[src/hdl/mep_pkg.sv]
// mep_pkg: shared widths, constants, the queue word type and the shade gradient
// for the mandelbrot escape pixel block; depends on nothing

package mep_pkg;

	// defaults for the top level parameters
	localparam int MAX_ITER_DEF   = 200;
	localparam int COORD_BITS_DEF = 12;

	// configuration port
	localparam int DIM_W     = 13;
	localparam int CFG_IDX_W = 1;
	typedef logic [CFG_IDX_W-1:0] cfg_idx_t;
	localparam cfg_idx_t REG_IMAGE_WIDTH  = 1'b0;
	localparam cfg_idx_t REG_IMAGE_HEIGHT = 1'b1;
	localparam logic [DIM_W-1:0] DIM_RESET = 13'd800;

	// result fields
	localparam int OUT_COORD_W = 12;
	localparam int COUNT_W     = 8;
	localparam int SHADE_W     = 8;

	// fixed point arithmetic, values scaled by 1000
	localparam int SPAN       = 4000;
	localparam int ESCAPE_SQ  = 4000000;
	localparam int ESCAPE_ABS = 2000;   // |c| above this escapes at once
	localparam int Z_W        = 14;     // z stays within +-6000
	localparam int SQ_W       = 28;     // z squared
	localparam int MUL_W      = 20;     // operand width of the shared multiplier
	localparam int PROD_W     = 2 * MUL_W;
	localparam int Q_W        = 14;     // quotient by 1000 or 500, at most 4000

	// divide by 125 as multiply by reciprocal, exact for operands below 2^19
	localparam logic [MUL_W-1:0] RECIP_125 = 20'd536871;
	localparam int RECIP_SHIFT = 26;

	// shade gradient: it settles long before the end of the table
	localparam int SHADE_START = 20;
	localparam int SHADE_LAST  = 30;
	localparam int GRAD_LEN    = 64;
	localparam int GRAD_IDX_W  = 6;
	typedef logic [SHADE_W-1:0] grad_t [GRAD_LEN];

	function automatic grad_t build_grad();
		grad_t g;
		int c;
		c = SHADE_START;
		for (int i = 0; i < GRAD_LEN; i++) begin
			g[i] = SHADE_W'(c);
			c = c + (255 - c) / 8;
		end
		return g;
	endfunction

	localparam grad_t SHADE_GRAD = build_grad();

	// front to back queue
	localparam int QUEUE_DEPTH = 2;   // power of two, pointers wrap
	localparam int QPTR_W      = 1;

	typedef struct packed {
		logic [OUT_COORD_W-1:0] x;
		logic [OUT_COORD_W-1:0] y;
		logic signed [Z_W-1:0]  cx;
		logic signed [Z_W-1:0]  cy;
		logic                   escaped;   // |cx| or |cy| beyond the escape radius
	} job_t;

endpackage

[src/hdl/mep_ifs.sv]
// mep_in_if and mep_out_if: valid/ready channels for pixel words and result words
// depends on mep_pkg

interface mep_in_if import mep_pkg::*; #(
	parameter int COORD_BITS = COORD_BITS_DEF
) ();
	logic                  valid;
	logic                  ready;
	logic [COORD_BITS-1:0] pixel_x;
	logic [COORD_BITS-1:0] pixel_y;

	modport source (output valid, output pixel_x, output pixel_y, input ready);
	modport sink (input valid, input pixel_x, input pixel_y, output ready);
endinterface

interface mep_out_if import mep_pkg::*; ();
	logic                   valid;
	logic                   ready;
	logic [OUT_COORD_W-1:0] out_x;
	logic [OUT_COORD_W-1:0] out_y;
	logic [COUNT_W-1:0]     iteration_count;
	logic [SHADE_W-1:0]     shade;

	modport source (output valid, output out_x, output out_y, output iteration_count,
		output shade, input ready);
	modport sink (input valid, input out_x, input out_y, input iteration_count,
		input shade, output ready);
endinterface

[src/hdl/mep_front.sv]
// mep_front: accepts pixel words and maps them to the complex point c with one
// radix-2 restoring divider shared by both axes; depends on mep_pkg, mep_ifs

module mep_front import mep_pkg::*; #(
	parameter int COORD_BITS = COORD_BITS_DEF
) (
	input  logic             clk,
	input  logic             arst_n,
	input  logic [DIM_W-1:0] image_width,
	input  logic [DIM_W-1:0] image_height,
	mep_in_if.sink           pix_in,
	output logic             job_valid,
	input  logic             job_ready,
	output job_t             job
);

	localparam int AXIS_W = (COORD_BITS > 12) ? COORD_BITS : 12;
	localparam int DIFF_W = AXIS_W + 1;
	localparam int MAG_W  = AXIS_W + 12;
	localparam int CNT_W  = $clog2(MAG_W);
	localparam int REM_W  = DIM_W + 1;

	typedef enum logic [3:0] {
		F_IDLE = 4'b0001,
		F_DIVX = 4'b0010,
		F_DIVY = 4'b0100,
		F_PUSH = 4'b1000
	} fstate_t;

	fstate_t state_q;

	logic [COORD_BITS-1:0] px_q, py_q;
	logic [DIM_W-1:0]      div_q;
	logic [DIM_W-1:0]      rem_q;
	logic [MAG_W-1:0]      quo_q;
	logic [CNT_W-1:0]      cnt_q;
	logic                  neg_q;
	logic signed [Z_W-1:0] cx_q, cy_q;
	logic                  xbig_q, ybig_q;

	// operand select: x at accept, y once x is done
	logic [COORD_BITS-1:0]    pos_sel;
	logic [DIM_W-1:0]         dim_raw, dim_sel;
	logic signed [DIFF_W-1:0] diff;
	logic                     diff_neg;
	logic [AXIS_W-1:0]        diff_abs;
	logic [MAG_W-1:0]         load_mag;

	always_comb begin
		pos_sel  = (state_q == F_IDLE) ? pix_in.pixel_x : py_q;
		dim_raw  = (state_q == F_IDLE) ? image_width : image_height;
		dim_sel  = (dim_raw == '0) ? DIM_W'(1) : dim_raw;
		diff     = $signed({1'b0, AXIS_W'(pos_sel)})
			- $signed({1'b0, AXIS_W'(dim_sel[DIM_W-1:1])});
		diff_neg = diff[DIFF_W-1];
		diff_abs = AXIS_W'(diff_neg ? -diff : diff);
		load_mag = MAG_W'(diff_abs) * MAG_W'(SPAN);
	end

	// one quotient bit a cycle
	logic [REM_W-1:0]      rem_sh;
	logic [REM_W:0]        trial;
	logic                  fits;
	logic [DIM_W-1:0]      rem_nx;
	logic [MAG_W-1:0]      quo_nx;
	logic                  res_big;
	logic [Z_W-1:0]        res_mag;
	logic signed [Z_W-1:0] res_val;

	always_comb begin
		rem_sh  = {rem_q, quo_q[MAG_W-1]};
		trial   = {1'b0, rem_sh} - {2'b00, div_q};
		fits    = !trial[REM_W];
		rem_nx  = fits ? trial[DIM_W-1:0] : rem_sh[DIM_W-1:0];
		quo_nx  = {quo_q[MAG_W-2:0], fits};
		res_big = quo_nx > MAG_W'(ESCAPE_ABS);
		res_mag = {3'b000, quo_nx[10:0]};
		res_val = neg_q ? -$signed(res_mag) : $signed(res_mag);
	end

	always_ff @(posedge clk or negedge arst_n) begin
		if (!arst_n) begin
			state_q <= F_IDLE;
		end else begin
			unique case (state_q)
				F_IDLE: if (pix_in.valid) state_q <= F_DIVX;
				F_DIVX: if (cnt_q == '0) state_q <= F_DIVY;
				F_DIVY: if (cnt_q == '0) state_q <= F_PUSH;
				F_PUSH: if (job_ready) state_q <= F_IDLE;
				default: state_q <= F_IDLE;
			endcase
		end
	end

	always_ff @(posedge clk) begin
		unique case (state_q)
			F_IDLE: begin
				if (pix_in.valid) begin
					px_q  <= pix_in.pixel_x;
					py_q  <= pix_in.pixel_y;
					rem_q <= '0;
					quo_q <= load_mag;
					div_q <= dim_sel;
					neg_q <= diff_neg;
					cnt_q <= CNT_W'(MAG_W - 1);
				end
			end
			F_DIVX: begin
				if (cnt_q == '0) begin
					cx_q   <= res_val;
					xbig_q <= res_big;
					// start the y axis
					rem_q  <= '0;
					quo_q  <= load_mag;
					div_q  <= dim_sel;
					neg_q  <= diff_neg;
					cnt_q  <= CNT_W'(MAG_W - 1);
				end else begin
					rem_q <= rem_nx;
					quo_q <= quo_nx;
					cnt_q <= cnt_q - 1'b1;
				end
			end
			F_DIVY: begin
				if (cnt_q == '0) begin
					cy_q   <= res_val;
					ybig_q <= res_big;
				end else begin
					rem_q <= rem_nx;
					quo_q <= quo_nx;
					cnt_q <= cnt_q - 1'b1;
				end
			end
			F_PUSH: ;
			default: ;
		endcase
	end

	assign pix_in.ready = (state_q == F_IDLE);
	assign job_valid    = (state_q == F_PUSH);

	always_comb begin
		job.x       = OUT_COORD_W'(px_q);
		job.y       = OUT_COORD_W'(py_q);
		job.cx      = cx_q;
		job.cy      = cy_q;
		job.escaped = xbig_q | ybig_q;
	end

endmodule

[src/hdl/mep_queue.sv]
// mep_queue: two-word queue of mapped pixels between front and back
// depends on mep_pkg

module mep_queue import mep_pkg::*; (
	input  logic clk,
	input  logic arst_n,
	input  logic push_valid,
	output logic push_ready,
	input  job_t push_data,
	output logic pop_valid,
	input  logic pop_ready,
	output job_t pop_data
);

	job_t              mem_q [QUEUE_DEPTH];
	logic [QPTR_W-1:0] wr_ptr_q, rd_ptr_q;
	logic [QPTR_W:0]   count_q;
	logic              do_push, do_pop;

	assign push_ready = (count_q != (QPTR_W + 1)'(QUEUE_DEPTH));
	assign pop_valid  = (count_q != '0);
	assign pop_data   = mem_q[rd_ptr_q];
	assign do_push    = push_valid && push_ready;
	assign do_pop     = pop_valid && pop_ready;

	always_ff @(posedge clk or negedge arst_n) begin
		if (!arst_n) begin
			wr_ptr_q <= '0;
			rd_ptr_q <= '0;
			count_q  <= '0;
		end else begin
			if (do_push) wr_ptr_q <= wr_ptr_q + 1'b1;
			if (do_pop) rd_ptr_q <= rd_ptr_q + 1'b1;
			if (do_push && !do_pop) count_q <= count_q + 1'b1;
			else if (do_pop && !do_push) count_q <= count_q - 1'b1;
		end
	end

	always_ff @(posedge clk) begin
		if (do_push) mem_q[wr_ptr_q] <= push_data;
	end

endmodule

[src/hdl/mep_back.sv]
// mep_back: escape iteration on one shared registered multiplier, shade lookup and
// the output register; depends on mep_pkg, mep_ifs

module mep_back import mep_pkg::*; #(
	parameter int MAX_ITER = MAX_ITER_DEF
) (
	input  logic      clk,
	input  logic      arst_n,
	input  logic      job_valid,
	output logic      job_ready,
	input  job_t      job,
	mep_out_if.source pix_out
);

	localparam int N_W = $clog2(MAX_ITER + 1);

	typedef enum logic [8:0] {
		B_IDLE = 9'b000000001,
		B_MXX  = 9'b000000010,
		B_MYY  = 9'b000000100,
		B_MXY  = 9'b000001000,
		B_CHK  = 9'b000010000,
		B_DYY  = 9'b000100000,
		B_DXY  = 9'b001000000,
		B_UPD  = 9'b010000000,
		B_DONE = 9'b100000000
	} bstate_t;

	bstate_t state_q;
	logic    out_valid_q;

	logic signed [Z_W-1:0]  zx_q, zy_q, cx_q, cy_q;
	logic [OUT_COORD_W-1:0] x_q, y_q;
	logic [N_W-1:0]         n_q;
	logic [SQ_W-1:0]        sxx_q, syy_q, sxy_q;
	logic [Q_W-1:0]         qxx_q, qyy_q;
	logic                   xy_neg_q;
	logic [PROD_W-1:0]      prod_q;

	logic [OUT_COORD_W-1:0] out_x_q, out_y_q;
	logic [COUNT_W-1:0]     out_cnt_q;
	logic [SHADE_W-1:0]     out_shade_q;

	logic [Z_W-1:0]   zx_abs, zy_abs;
	logic [MUL_W-1:0] mul_a, mul_b;
	logic [Q_W-1:0]   quo;
	logic [SQ_W:0]    mag_sq;
	logic             escape;
	logic             out_load;
	logic [SHADE_W-1:0] shade_nx;
	logic signed [Z_W+1:0] nx, ny, qxy_s;

	always_comb begin
		zx_abs = Z_W'(zx_q[Z_W-1] ? -zx_q : zx_q);
		zy_abs = Z_W'(zy_q[Z_W-1] ? -zy_q : zy_q);
		quo    = prod_q[RECIP_SHIFT +: Q_W];
		mag_sq = {1'b0, sxx_q} + {1'b0, syy_q};
		escape = mag_sq > (SQ_W + 1)'(ESCAPE_SQ);
		qxy_s  = $signed({2'b00, quo});
		nx     = $signed({2'b00, qxx_q}) - $signed({2'b00, qyy_q})
			+ $signed({{2{cx_q[Z_W-1]}}, cx_q});
		ny     = (xy_neg_q ? -qxy_s : qxy_s) + $signed({{2{cy_q[Z_W-1]}}, cy_q});
	end

	// operand select for the shared multiplier
	always_comb begin
		mul_a = '0;
		mul_b = '0;
		unique case (state_q)
			B_MXX: begin
				mul_a = MUL_W'(zx_abs);
				mul_b = MUL_W'(zx_abs);
			end
			B_MYY: begin
				mul_a = MUL_W'(zy_abs);
				mul_b = MUL_W'(zy_abs);
			end
			B_MXY: begin
				mul_a = MUL_W'(zx_abs);
				mul_b = MUL_W'(zy_abs);
			end
			// divide by 1000 as (v / 8) / 125
			B_CHK: begin
				mul_a = MUL_W'(sxx_q >> 3);
				mul_b = RECIP_125;
			end
			B_DYY: begin
				mul_a = MUL_W'(syy_q >> 3);
				mul_b = RECIP_125;
			end
			// divide by 500 as (v / 4) / 125
			B_DXY: begin
				mul_a = MUL_W'(sxy_q >> 2);
				mul_b = RECIP_125;
			end
			default: ;
		endcase
	end

	always_comb begin
		if (n_q == N_W'(MAX_ITER)) shade_nx = SHADE_W'(SHADE_LAST);
		else if (int'(n_q) >= GRAD_LEN) shade_nx = SHADE_GRAD[GRAD_LEN-1];
		else shade_nx = SHADE_GRAD[GRAD_IDX_W'(n_q)];
	end

	assign out_load  = (state_q == B_DONE) && (!out_valid_q || pix_out.ready);
	assign job_ready = (state_q == B_IDLE);

	always_ff @(posedge clk or negedge arst_n) begin
		if (!arst_n) begin
			state_q     <= B_IDLE;
			out_valid_q <= 1'b0;
		end else begin
			if (out_load) out_valid_q <= 1'b1;
			else if (pix_out.ready) out_valid_q <= 1'b0;
			unique case (state_q)
				B_IDLE: if (job_valid) state_q <= job.escaped ? B_DONE : B_MXX;
				B_MXX:  state_q <= B_MYY;
				B_MYY:  state_q <= B_MXY;
				B_MXY:  state_q <= B_CHK;
				B_CHK:  state_q <= escape ? B_DONE : B_DYY;
				B_DYY:  state_q <= B_DXY;
				B_DXY:  state_q <= B_UPD;
				B_UPD:  state_q <= (n_q == N_W'(MAX_ITER - 1)) ? B_DONE : B_MXX;
				B_DONE: if (out_load) state_q <= B_IDLE;
				default: state_q <= B_IDLE;
			endcase
		end
	end

	always_ff @(posedge clk) begin
		prod_q <= PROD_W'(mul_a) * PROD_W'(mul_b);
		unique case (state_q)
			B_IDLE: begin
				if (job_valid) begin
					x_q  <= job.x;
					y_q  <= job.y;
					cx_q <= job.cx;
					cy_q <= job.cy;
					zx_q <= job.cx;
					zy_q <= job.cy;
					n_q  <= '0;
				end
			end
			B_MYY: sxx_q <= prod_q[SQ_W-1:0];
			B_MXY: begin
				syy_q    <= prod_q[SQ_W-1:0];
				xy_neg_q <= zx_q[Z_W-1] ^ zy_q[Z_W-1];
			end
			B_CHK: sxy_q <= prod_q[SQ_W-1:0];
			B_DYY: qxx_q <= quo;
			B_DXY: qyy_q <= quo;
			B_UPD: begin
				zx_q <= nx[Z_W-1:0];
				zy_q <= ny[Z_W-1:0];
				n_q  <= n_q + 1'b1;
			end
			default: ;
		endcase
		if (out_load) begin
			out_x_q     <= x_q;
			out_y_q     <= y_q;
			out_cnt_q   <= COUNT_W'(n_q);
			out_shade_q <= shade_nx;
		end
	end

	assign pix_out.valid           = out_valid_q;
	assign pix_out.out_x           = out_x_q;
	assign pix_out.out_y           = out_y_q;
	assign pix_out.iteration_count = out_cnt_q;
	assign pix_out.shade           = out_shade_q;

endmodule

[src/hdl/mandelbrot_escape_pixel.sv]
// mandelbrot_escape_pixel: top level, image size registers, front, queue and back
// depends on mep_pkg, mep_ifs, mep_front, mep_queue, mep_back
//
// Each pixel word (pixel_x, pixel_y) is mapped to c = ((p - dim/2) * 4000) / dim per
// axis, truncated toward zero (a size register of zero acts as one), and iterated as
// z <- z*z + c in fixed point scaled by 1000, starting from z = c, until
// |z|^2 > 4000000 or MAX_ITER updates are done. The result word echoes the low 12 bits
// of the coordinate with the update count and a shade from the gradient table (count
// MAX_ITER, never escaped, gives shade 30). The front maps a pixel with its single
// one-bit-a-cycle divider, used for x then y. The back runs each iteration on one
// shared 20x20 registered multiplier (three squares/products, then three reciprocal
// multiplies for the divisions by 1000 and 500) and then updates z, plus the load
// and the output register; a pixel with c far outside goes straight from the load
// to the output register. A two-word queue lets the front map the next pixels while
// the back iterates, and the output register lets the back start the next pixel
// while a result word waits. There is no clearing pass after reset. The user must
// write image_width and image_height through wr_en / wr_index / wr_data only while
// no pixel is in flight; the block itself does not enforce this.

module mandelbrot_escape_pixel import mep_pkg::*; #(
	parameter int MAX_ITER   = MAX_ITER_DEF,
	parameter int COORD_BITS = COORD_BITS_DEF
) (
	input  logic             clk,
	input  logic             arst_n,
	input  logic             wr_en,
	input  cfg_idx_t         wr_index,
	input  logic [DIM_W-1:0] wr_data,
	mep_in_if.sink           pix_in,
	mep_out_if.source        pix_out
);

	// image size registers, reset to 800 x 800
	logic [DIM_W-1:0] width_q, height_q;

	always_ff @(posedge clk or negedge arst_n) begin
		if (!arst_n) begin
			width_q  <= DIM_RESET;
			height_q <= DIM_RESET;
		end else if (wr_en) begin
			unique case (wr_index)
				REG_IMAGE_WIDTH:  width_q <= wr_data;
				REG_IMAGE_HEIGHT: height_q <= wr_data;
				default: ;
			endcase
		end
	end

	// front to queue
	logic f_valid, f_ready;
	job_t f_job;

	// queue to back
	logic b_valid, b_ready;
	job_t b_job;

	mep_front #(
		.COORD_BITS (COORD_BITS)
	) u_front (
		.clk          (clk),
		.arst_n       (arst_n),
		.image_width  (width_q),
		.image_height (height_q),
		.pix_in       (pix_in),
		.job_valid    (f_valid),
		.job_ready    (f_ready),
		.job          (f_job)
	);

	mep_queue u_queue (
		.clk        (clk),
		.arst_n     (arst_n),
		.push_valid (f_valid),
		.push_ready (f_ready),
		.push_data  (f_job),
		.pop_valid  (b_valid),
		.pop_ready  (b_ready),
		.pop_data   (b_job)
	);

	// iteration, shade lookup and output register
	mep_back #(
		.MAX_ITER (MAX_ITER)
	) u_back (
		.clk       (clk),
		.arst_n    (arst_n),
		.job_valid (b_valid),
		.job_ready (b_ready),
		.job       (b_job),
		.pix_out   (pix_out)
	);

endmodule

[src/flat_wrapper.sv]
// flat-port wrapper written by rule: the top's interface ports become plain ports
module mandelbrot_escape_pixel_flat import mep_pkg::*;
#(
	parameter int MAX_ITER   = MAX_ITER_DEF,
	parameter int COORD_BITS = COORD_BITS_DEF
)
  (clk, arst_n, wr_en, wr_index, wr_data, pix_in_valid, pix_in_pixel_x, pix_in_pixel_y, pix_in_ready, pix_out_valid, pix_out_out_x, pix_out_out_y, pix_out_iteration_count, pix_out_shade, pix_out_ready);
  mep_in_if #(.COORD_BITS(COORD_BITS)) pix_in_i ();
  mep_out_if pix_out_i ();
  input  logic clk;
  input  logic arst_n;
  input  logic wr_en;
  input  cfg_idx_t wr_index;
  input  logic [DIM_W-1:0] wr_data;
  input wire logic [$bits(pix_in_i.valid)-1:0] pix_in_valid;
  input wire logic [$bits(pix_in_i.pixel_x)-1:0] pix_in_pixel_x;
  input wire logic [$bits(pix_in_i.pixel_y)-1:0] pix_in_pixel_y;
  output wire logic [$bits(pix_in_i.ready)-1:0] pix_in_ready;
  output wire logic [$bits(pix_out_i.valid)-1:0] pix_out_valid;
  output wire logic [$bits(pix_out_i.out_x)-1:0] pix_out_out_x;
  output wire logic [$bits(pix_out_i.out_y)-1:0] pix_out_out_y;
  output wire logic [$bits(pix_out_i.iteration_count)-1:0] pix_out_iteration_count;
  output wire logic [$bits(pix_out_i.shade)-1:0] pix_out_shade;
  input wire logic [$bits(pix_out_i.ready)-1:0] pix_out_ready;
  assign pix_in_i.valid = pix_in_valid;
  assign pix_in_i.pixel_x = pix_in_pixel_x;
  assign pix_in_i.pixel_y = pix_in_pixel_y;
  assign pix_in_ready = pix_in_i.ready;
  assign pix_out_valid = pix_out_i.valid;
  assign pix_out_out_x = pix_out_i.out_x;
  assign pix_out_out_y = pix_out_i.out_y;
  assign pix_out_iteration_count = pix_out_i.iteration_count;
  assign pix_out_shade = pix_out_i.shade;
  assign pix_out_i.ready = pix_out_ready;
  mandelbrot_escape_pixel #(.MAX_ITER(MAX_ITER), .COORD_BITS(COORD_BITS)) u_core (.clk(clk), .arst_n(arst_n), .wr_en(wr_en), .wr_index(wr_index), .wr_data(wr_data), .pix_in(pix_in_i), .pix_out(pix_out_i));
endmodule
[config.mk]
export PLATFORM = sky130hd
export DESIGN_NAME = mandelbrot_escape_pixel_flat
export DESIGN_NICKNAME = d
export VERILOG_FILES = /design/src/hdl/mep_pkg.sv /design/src/hdl/mep_ifs.sv /design/src/hdl/mep_front.sv /design/src/hdl/mep_queue.sv /design/src/hdl/mep_back.sv /design/src/hdl/mandelbrot_escape_pixel.sv /design/src/flat_wrapper.sv
export SDC_FILE = /design/constraint.sdc
export NUM_CORES = 2
export LEC_CHECK = 0
export ABC_AREA = 1
export BUFFER_PORTS_ARGS = -buffer_cell sky130_fd_sc_hd__buf_2
export CORE_AREA = 5 5 299 448
export CTS_BUF_LIST = sky130_fd_sc_hd__clkbuf_2 sky130_fd_sc_hd__clkbuf_4 sky130_fd_sc_hd__clkbuf_8
export DETAILED_ROUTE_END_ITERATION = 10
export DIE_AREA = 0 0 304 453
export GPL_ROUTABILITY_DRIVEN = 0
export GPL_TIMING_DRIVEN = 0
export SLEW_MARGIN = 20
export SYNTH_ARGS = -nofsm -noshare
export SYNTH_HDL_FRONTEND = slang
export SYNTH_SLANG_ARGS = --single-unit
[constraint.sdc]
create_clock -name clk -period 9.3 [get_ports clk]
set_input_delay 0.93 -clock clk [delete_from_list [all_inputs] [get_ports clk]]
set_output_delay 0.93 -clock clk [all_outputs]
set_load 0.1 [all_outputs]
==> results.yml <==
yosys:
  ys.warnings.count: 0
  async_flop_share_pct: 8.255
  syn_area_um2: 38610
  ys_top_cells_by_area: "edfxtp_1 35%, fa_1 14%, ha_1 9.5%, inv_1 8.8%, nand2_1 8.7%"
  synth.top_cells.by_count: "909 x inv_1, 899 x nand2_1, 449 x edfxtp_1"
  synth.avg_cell_area_um2: 9.258
  synth_most_common_cell: "inv_1"
  synth_largest_area_cell: "edfxtp_1"
  synthFlopType: "edfxtp_1"
  synthDistinctLibCells: 73
  ys_ff_latch: 533
  synth_seq_area_share_pct: 39.88
  synth_edf_count: 449
  syn_inst: 4170
  synth.top_cell.area_share_pct: 34.92
final_layout:
  multi_input_area_um2: 19620
  nets: 5016
  area_growth_pct: 13.01
  fin_util_pct: 33.68
  drive_gt1_share_pct: 8.644
  seq_area_um2: 15390
  fillers: 13207
worst_setup_path:
  worstPathRequired_ps: 9820
  crit_path_end_kind: "flip-flop"
  critical_path_class: "flip-flop to flip-flop"
  crit_fanout: 10
  cp-start-kind: "flip-flop"
  cp_slowest_cell: "fa_1"
  arrival_ps: 9480
  crit_top_cell: "fa_1"
  critPathMaxStageDelay_ps: 600
drt:
  drtPass1Iterations: 5
  drt_iter0_drc: 1803
  vias: 28340
  ant_nets: 0
  wirelength_mm: 103.8
  drc: 0
  avgViaCountPerCell: 4.570
  wl_per_cell_um: 16.74
grt:
  grt_pass1_wl_mm: 162.4
  grt_pass1_vias: 29466
  grt_use_total_pct: 14.94
  grt_max_degree: 45
  grt-ovfl-total: 0
  antenna_found_initial: 3
timing:
  drv_slew: 0
  rsz0062_at_grt: "false"
  skew_ps: 57.53
  max_freq_mhz: 111.6
  hold_viol: 0
  setup_viol: 0
  post-route-min-period_ps: 8960
  fin_crit_sh_pct: 96.35
  fin_tns_setup_ps: 0
  max-slew-margin-rel_pct: 35.09
  worst_pin_slew_ps: 969.4
floorplan:
  design.core.area_um2: 129500
  boundaryPins: 85
  die-area_um2: 137700
  start_util_pct: 29.81
  rows: 162
  dieWidth_um: 304
  fp.dieH_um: 453
place:
  dp_hpwl_mm: 85.02
  buffer_ports.inserted: 84
clock_tree:
  cts.root.buffer_cell: "clkbuf_8"
  cts_sinks: 533
  cts_buffers: 89
  clk_latency_ps: 710
  cts_tree: "done"
  hold_buffers: 0
  clkTransAtPathRegs_ps: 60
  cts.path.max_buffers: 3
  cts_htree_levels: 3
run:
  cap_viol_max_count: 0
outcome:
  status: "completed"
worst_hold_path:
  hold_path.class: "input pin to asynchronous set/reset pin"
-- routing by layer --
| layer | wire length (µm) | up-vias | track usage, % |
|---|---|---|---|
| met5 | 13 | - | 0 |
| met4 | 7213 | 2 | 8.931 |
| met3 | 3900 | 283 | 1.892 |
| met2 | 54860 | 706 | 28.40 |
| met1 | 37840 | 13577 | 15.68 |
| li1 | - | 13772 | - |
-- critical path: cells and delay by family (launching register included) --
family | cells | cell delay [ps]
buffers and inverters | 7 | 790
XOR/XNOR | 2 | 710
AND/OR/NAND/NOR | 6 | 1080
adder cells (fa/ha/maj) | 9 | 4280
flip-flops | 1 | 500
AO/OA/AOI/OAI | 6 | 1420
-- cells by family (layout without fill, tap and decap cells) --
| logic type | after synthesis | count (layout) | share of synthesized area, % |
|---|---|---|---|
| xor+xnor | 138 | 138 | 3.189 |
| compound gates | 509 | 509 | 7.736 |
| fa+ha+maj | 569 | 569 | 23.79 |
| flops | 533 | 533 | 39.88 |
| mux | 12 | 12 | 0.3111 |
| buf+inv | 1002 | 1269 | 10.06 |
| other cells | 2 | 44 | 0.01945 |
| simple gates | 1405 | 1405 | 15.02 |
-- stage by stage --
step / area [µm²] / std cells / hold slack (ps) / worst slack (ps)
after detailed placement: 41700 / 6031 / 405.4 / -403.4
after global placement: 41330 / 6016 / 402.5 / -1013
after global routing: 43630 / 6201 / 246.6 / 23.83
after CTS: 43560 / 6199 / 326.0 / 10.91
final: 43630 / 6201 / 254.0 / 339.9
after floorplan: 38760 / 4210 / 400.3 / 1393
-- final cells by class --
type / instances / area share (%)
antenna: 2 / 0.01147
multi-input combinational: 2675 / 44.97
inverter: 924 / 7.976
buffer: 78 / 0.9522
timing repair inverter: 1 / 0.01147
tap: 1722 / 4.939
timing repair buffer: 102 / 1.712
sequential: 533 / 35.29
clock buffer: 134 / 3.639
clock inverter: 30 / 0.4990
-- final timing paths --
| check | slack, ps | endpoint | depth (start not counted) | startpoint |
|---|---|---|---|---|
| worst max-delay path | 340 | u_core.u_back.prod_q[24] | 30 | u_core.u_back.zy_q[0] |
| worst min-delay path | 250 | u_core.width_q[6] | 1 | arst_n |
| worst max register to register | 340 | u_core.u_back.prod_q[24] | 30 | u_core.u_back.zy_q[0] |
| worst min register to register | 420 | u_core.u_queue.mem_q[0][21] | 0 | u_core.u_front.cx_q[6] |
| max in group asynchronous | 8550 | u_core.u_back.pix_out.valid | 1 | arst_n |
| min in group clk | 400 | u_core.u_front.py_q[8] | 1 | pix_in_pixel_y[8] |
-- placed cells by master, fill, tap and decap left out, types with 123 or more instances in the layout --
master	count
inv_1	909
ha_1	294
fa_1	275
o21ai_0	179
nand3_1	123
nand2_1	898
a21oi_1	181
nor2_1	232
edfxtp_1	449
-- repair_timing --
item | CTS | global route
gates cloned | 1 | 0
endpoints found under the setup margin | 5 | 12
gates resized for setup | 5 | 16
buffers inserted | 3 | 0
-- flip-flops by register name, indices dropped and copies added, names as in the netlist, 20 cells and up --
signal,cells
u_core.u_queue.mem_q,106
u_core.u_front.quo_q,24
u_core.u_back.prod_q,40
u_core.u_back.sxy_q,20
u_core.u_back.sxx_q,28
u_core.u_back.syy_q,28
Power is not shown: default switching activity piles up to over one toggle a cycle in this logic, so the estimate is an artifact.
